File: src/design/rasc_pkg.sv
// ----------------------------------------------------------------------------
// Rational arithmetic unit package
// Shared codes and state types for the rational add, subtract and compare unit.
// ----------------------------------------------------------------------------
package rasc_pkg;

  localparam logic [1:0] MODE_REDUCE  = 2'd0;
  localparam logic [1:0] MODE_ADD     = 2'd1;
  localparam logic [1:0] MODE_SUB     = 2'd2;
  localparam logic [1:0] MODE_COMPARE = 2'd3;

  localparam logic [1:0] ERR_OK       = 2'd0;
  localparam logic [1:0] ERR_ZERO_DEN = 2'd1;
  localparam logic [1:0] ERR_OVERFLOW = 2'd2;

  typedef enum logic [14:0] {
    S_IDLE   = 15'b000000000000001,
    S_RSTART = 15'b000000000000010,
    S_GCHK   = 15'b000000000000100,
    S_GDIV   = 15'b000000000001000,
    S_RDIVM  = 15'b000000000010000,
    S_RDIVD  = 15'b000000000100000,
    S_RET    = 15'b000000001000000,
    S_LD1    = 15'b000000010000000,
    S_LD2    = 15'b000000100000000,
    S_M1     = 15'b000001000000000,
    S_M2     = 15'b000010000000000,
    S_M3     = 15'b000100000000000,
    S_SUM    = 15'b001000000000000,
    S_FIN    = 15'b010000000000000,
    S_DONE   = 15'b100000000000000
  } state_t;

  typedef enum logic [3:0] {
    PH_A   = 4'b0001,
    PH_B   = 4'b0010,
    PH_LCM = 4'b0100,
    PH_RES = 4'b1000
  } phase_t;

  typedef struct packed {
    logic valid;
    logic pop;
  } q_ctl_t;

endpackage

File: src/design/rasc_front.sv
// ----------------------------------------------------------------------------
// Front end
// Accepts items, splits sign and magnitude, flags zero denominators and
// holds classified items in a two-entry queue for the back end.
// ----------------------------------------------------------------------------
module rasc_front #(
  parameter int W = 32
) (
  input  logic                clk,
  input  logic                rst,
  input  logic                in_valid,
  output logic                in_stall,
  input  logic [1:0]          mode,
  input  logic signed [31:0]  a_num,
  input  logic signed [31:0]  a_den,
  input  logic signed [31:0]  b_num,
  input  logic signed [31:0]  b_den,
  output rasc_pkg::q_ctl_t    q_ctl,
  input  logic                q_pop,
  output logic [1:0]          f_mode,
  output logic                f_zerr,
  output logic                f_aneg,
  output logic [W-1:0]        f_anum,
  output logic [W-1:0]        f_aden,
  output logic                f_bneg,
  output logic [W-1:0]        f_bnum,
  output logic [W-1:0]        f_bden
);
  import rasc_pkg::*;

  localparam int EW = 5 + 4 * W;

  logic [EW-1:0] mem [2];
  logic          wptr;
  logic          rptr;
  logic [1:0]    count;
  logic          push;
  logic          pop;
  logic [EW-1:0] entry;
  logic [EW-1:0] head;
  logic          an_neg, ad_neg, bn_neg, bd_neg;
  logic [W-1:0]  an_mag, ad_mag, bn_mag, bd_mag;
  logic          zerr;

  function automatic logic [W:0] split(input logic [31:0] x);
    logic [W-1:0] v;
    v = x[W-1:0];
    if (v[W-1]) begin
      split = {1'b1, (~v) + 1'b1};
    end else begin
      split = {1'b0, v};
    end
  endfunction

  assign {an_neg, an_mag} = split(a_num);
  assign {ad_neg, ad_mag} = split(a_den);
  assign {bn_neg, bn_mag} = split(b_num);
  assign {bd_neg, bd_mag} = split(b_den);

  assign zerr = (a_den[W-1:0] == '0) || ((mode != MODE_REDUCE) && (b_den[W-1:0] == '0));

  assign entry = {mode, zerr, an_neg ^ ad_neg, an_mag, ad_mag, bn_neg ^ bd_neg, bn_mag, bd_mag};

  assign in_stall = (count == 2'd2);
  assign push     = in_valid && !in_stall;
  assign pop      = q_pop && (count != 2'd0);

  always_ff @(posedge clk) begin
    if (rst) begin
      wptr  <= 1'b0;
      rptr  <= 1'b0;
      count <= 2'd0;
    end else begin
      if (push) begin
        wptr <= ~wptr;
      end
      if (pop) begin
        rptr <= ~rptr;
      end
      count <= count + {1'b0, push} - {1'b0, pop};
    end
  end

  always_ff @(posedge clk) begin
    if (push) begin
      mem[wptr] <= entry;
    end
  end

  assign head        = mem[rptr];
  assign q_ctl.valid = (count != 2'd0);
  assign q_ctl.pop   = pop;
  assign {f_mode, f_zerr, f_aneg, f_anum, f_aden, f_bneg, f_bnum, f_bden} = head;

endmodule

File: config.mk
export PLATFORM = sky130hd
export DESIGN_NAME = rasc_front
export DESIGN_NICKNAME = d
export VERILOG_FILES = /design/src/design/rasc_pkg.sv /design/src/design/rasc_front.sv
export SDC_FILE = /design/constraint.sdc
export NUM_CORES = 1
export LEC_CHECK = 0
export BUFFER_PORTS_ARGS = -buffer_cell sky130_fd_sc_hd__buf_2
export CAP_MARGIN = 20
export CORE_ASPECT_RATIO = 1.5
export CORE_MARGIN = 2
export CORE_UTILIZATION = 50
export DETAILED_ROUTE_END_ITERATION = 8
export PLACE_DENSITY = 0.74
export RECOVER_POWER = 25
export SLEW_MARGIN = 20
export SYNTH_ARGS = -nofsm -noshare
export SYNTH_HDL_FRONTEND = slang
export SYNTH_SLANG_ARGS = --single-unit
File: constraint.sdc
create_clock -name clk -period 13.2 [get_ports clk]
set_input_delay 0.66 -clock clk [delete_from_list [all_inputs] [get_ports clk]]
set_output_delay 0.66 -clock clk [all_outputs]
set_load 0.005 [all_outputs]
==> results.tsv <==
metric	value	unit
final hold viol count	0	
critical path cell sequence	nand2b_1, and3_1, buf_4	
Yosys top cell by area	edfxtp_1	
clock skew	0.01194	ns
via count	8034	
Synth Cell Area	12580	sq um
DRC Markers	0	
r2r setup slk	8.96	ns
CP required	13.34	ns
CP max stage delay	2.28	ns
Fin Setup TNS	0	ns
Seq pwr share	48.3	%
CTS tree	yes	
die area	26470	sq um
post-cts resize count	0	
Routed Antenna Nets	0	
Cell Rows	71	
FF/Latch Area	8092	sq um
placer's final routability congestion estimate	0.8642	
Tcrit/Tclk final	32.11	%
CP Launch Type	register	
Area growth syn-to-layout	19.18	%
io pins	270	
post-synthesis cell type count	38	
Synth Register Bits	271	
PortBufs	269	
Die Y	198.3	um
synth top area cells	edfxtp_1, mux2_2, xnor2_1, o31ai_1, o41ai_1	
hpwl dp	19.65	mm
HP Class	primary input to register	
P per Cell Area	161.8	nW/um^2
Synth top area share	63.50	%
TritonRoute pass-1 iters	4	
Via density	5.518	
Final Power	2.426	mW
Cells after Synth	845	
H-tree levels	1	
CP arrival	4.37	ns
final worst slack	8.961	ns
# fillers	1973	
Worst Path Buf+Inv	1	
Clock transition at path regs	0.06	ns
layout cells sized above 1	39.73	%
Net Count, Synth	985	
postcts setup bufs	0	
slew of the pin with the lowest slew margin	3.101	ns
Max Clk Rate	0.2359	GHz
fin crit period	4.239	ns
post-synthesis sequential area ratio	64.29	%
first-pass GRT wire length	41.92	mm
WL per Instance	19.08	um
R2R depth	3	
dpl cells	1411	
Slowest-stage cell, CP	and3_1	
slew margin rel.	-106.7	%
total track usage	20.34	%
Root Driver	clkbuf_16	
RSZ-0062 raised after global routing	no	
most frequent cells in the layout	edfxtp_1, buf_2, mux2_2	
Worst VDD drop	0.0001832	V
type of the worst setup path	register to register	
violated checks	capacitance limit, slew limit	
post-route insts no fill	1456	
switching power	0.6401	mW
largest net degree at the start of global routing	72	
MaxCap Viol Count	1	
synth warn	0	
reg-to-reg critical path startpoint	count[0]	
DP Worst Slack	10.07	ns
final WL	27.78	mm
final-stage net count	1250	
outcome	finished, violations left	
area of the multi-input gates	4317	sq um
GRT overflow	0	
hold_sp	rst	
Clk Latency, worst-skew pair	0.52	ns
combinational power share	23.6	%
Net Sw Frac	26.39	%
antenna violations before repair	3	
vias in the first global route	7854	
hold path depth	2	
Clk pwr share	28.1	%
most common cell after layout, fill and taps aside	edfxtp_1	
final number of setup-violating endpoints	0	
total CTS buffers	25	
crit-path leading delay family	simple AND/OR/NAND/NOR gates	
die width	133.5	um
Worst Path Max Fanout	71	
mean post-synth cell area	14.89	sq um
Hold Buf Count CTS	0	
Critical Path Sink Type	register	
Initial Utilization	50.57	%
1st-iter DRT viols	500	
cell-internal power	1.786	mW
Core Box Area	24870	sq um
P_leak	5.189	nW
count of pins over their slew limit	64	
Critical Path Start	count[0]	
RR Endpoint	mem[1][83]	
CTS Buffer Depth	3	
clock sinks	271	
## through the flow
step / hold WS, ns / utilization [%] / cell area [sq um]
final: 0.3666 / 60.27 / 14990
after detailed placement: 0.5008 / 57.27 / 14240
after CTS: 0.3477 / 60.32 / 15000
after global placement: 0.4965 / 57.27 / 14240
after global routing: 0.3674 / 60.26 / 14990
after floorplan: 0.4813 / - / 12580
## power by group through the flow
stage	Sequential (mW)	Combinational, mW	Clock [mW]
global placement	1.19	0.576	0
CTS	1.17	0.586	0.694
detailed placement	1.19	0.582	0
floorplan	1.17	0.358	0
finish	1.17	0.573	0.681
global route	1.19	0.628	0.727
## cell families after synthesis
group                    share of synthesized area (%)
buffers and inverters                            1.452
flip-flops                                       64.29
XOR/XNOR                                         8.494
adder cells (fa/ha/maj)                         0.5968
AND/OR/NAND/NOR                                  7.171
multiplexers                                     11.91
AO/OA/AOI/OAI                                    6.087
## cell usage after synthesis, drive strengths merged
cell type,count
xnor2,117
or2,6
or4,13
or3b,1
mux2,133
nand3b,6
a32o,1
nor3b,2
ha,6
nor2,25
buf,4
nand3,6
clkbuf,31
a31oi,1
or3,7
nand2,36
o41ai,31
nor2b,2
o31ai,43
nand4,11
nor4b,2
dfxtp,5
xor2,5
inv,12
edfxtp,266
and2,1
and3,2
nor3,15
o21ai,28
nor4,16
nand2b,11
## per-layer routing
| metal | track usage (%) | vias up | part of all wire (%) |
|---|---|---|---|
| met5 | 0 | - | 0.040 |
| li1 | - | 3814 | - |
| met1 | 23.54 | 3867 | 37 |
| met3 | 4.275 | 55 | 6.6 |
| met4 | 7.723 | 2 | 3.2 |
| met2 | 36.88 | 296 | 53 |
## state kept, by name (all words and copies together) (netlist names), named ones only
name / count
wptr: 1
count: 2
rptr: 1
mem: 266
## worst max-delay path by stage
stage	endpoint	slack [ns]	depth (start not counted)
CTS	f_aden[0]	9.52	3
global route	mem[1][83]	8.49	3
floorplan	mem[0][0]	6.30	2
finish	mem[1][83]	8.96	3
detailed placement	f_aden[0]	10.07	3
global placement	f_aden[0]	10.07	3
## worst register-to-register path, stage by stage (launching register included)
cell      delay (ns)
dfxtp_1         0.34
nand2b_1        0.15
and3_1          2.28
buf_4           1.06
## area by class of cell
type                       instances  share of cell area (%)
antenna                            3                 0.05008
clock buffer                      28                   4.248
clock inverter                    14                  0.8095
inverter                          12                  0.3005
multi-input combinational        527                   28.79
sequential                       271                   53.97
tap                              328                   2.737
timing repair buffer             273                   9.089
No activity file was read; power rests on OpenSTA's default activity.
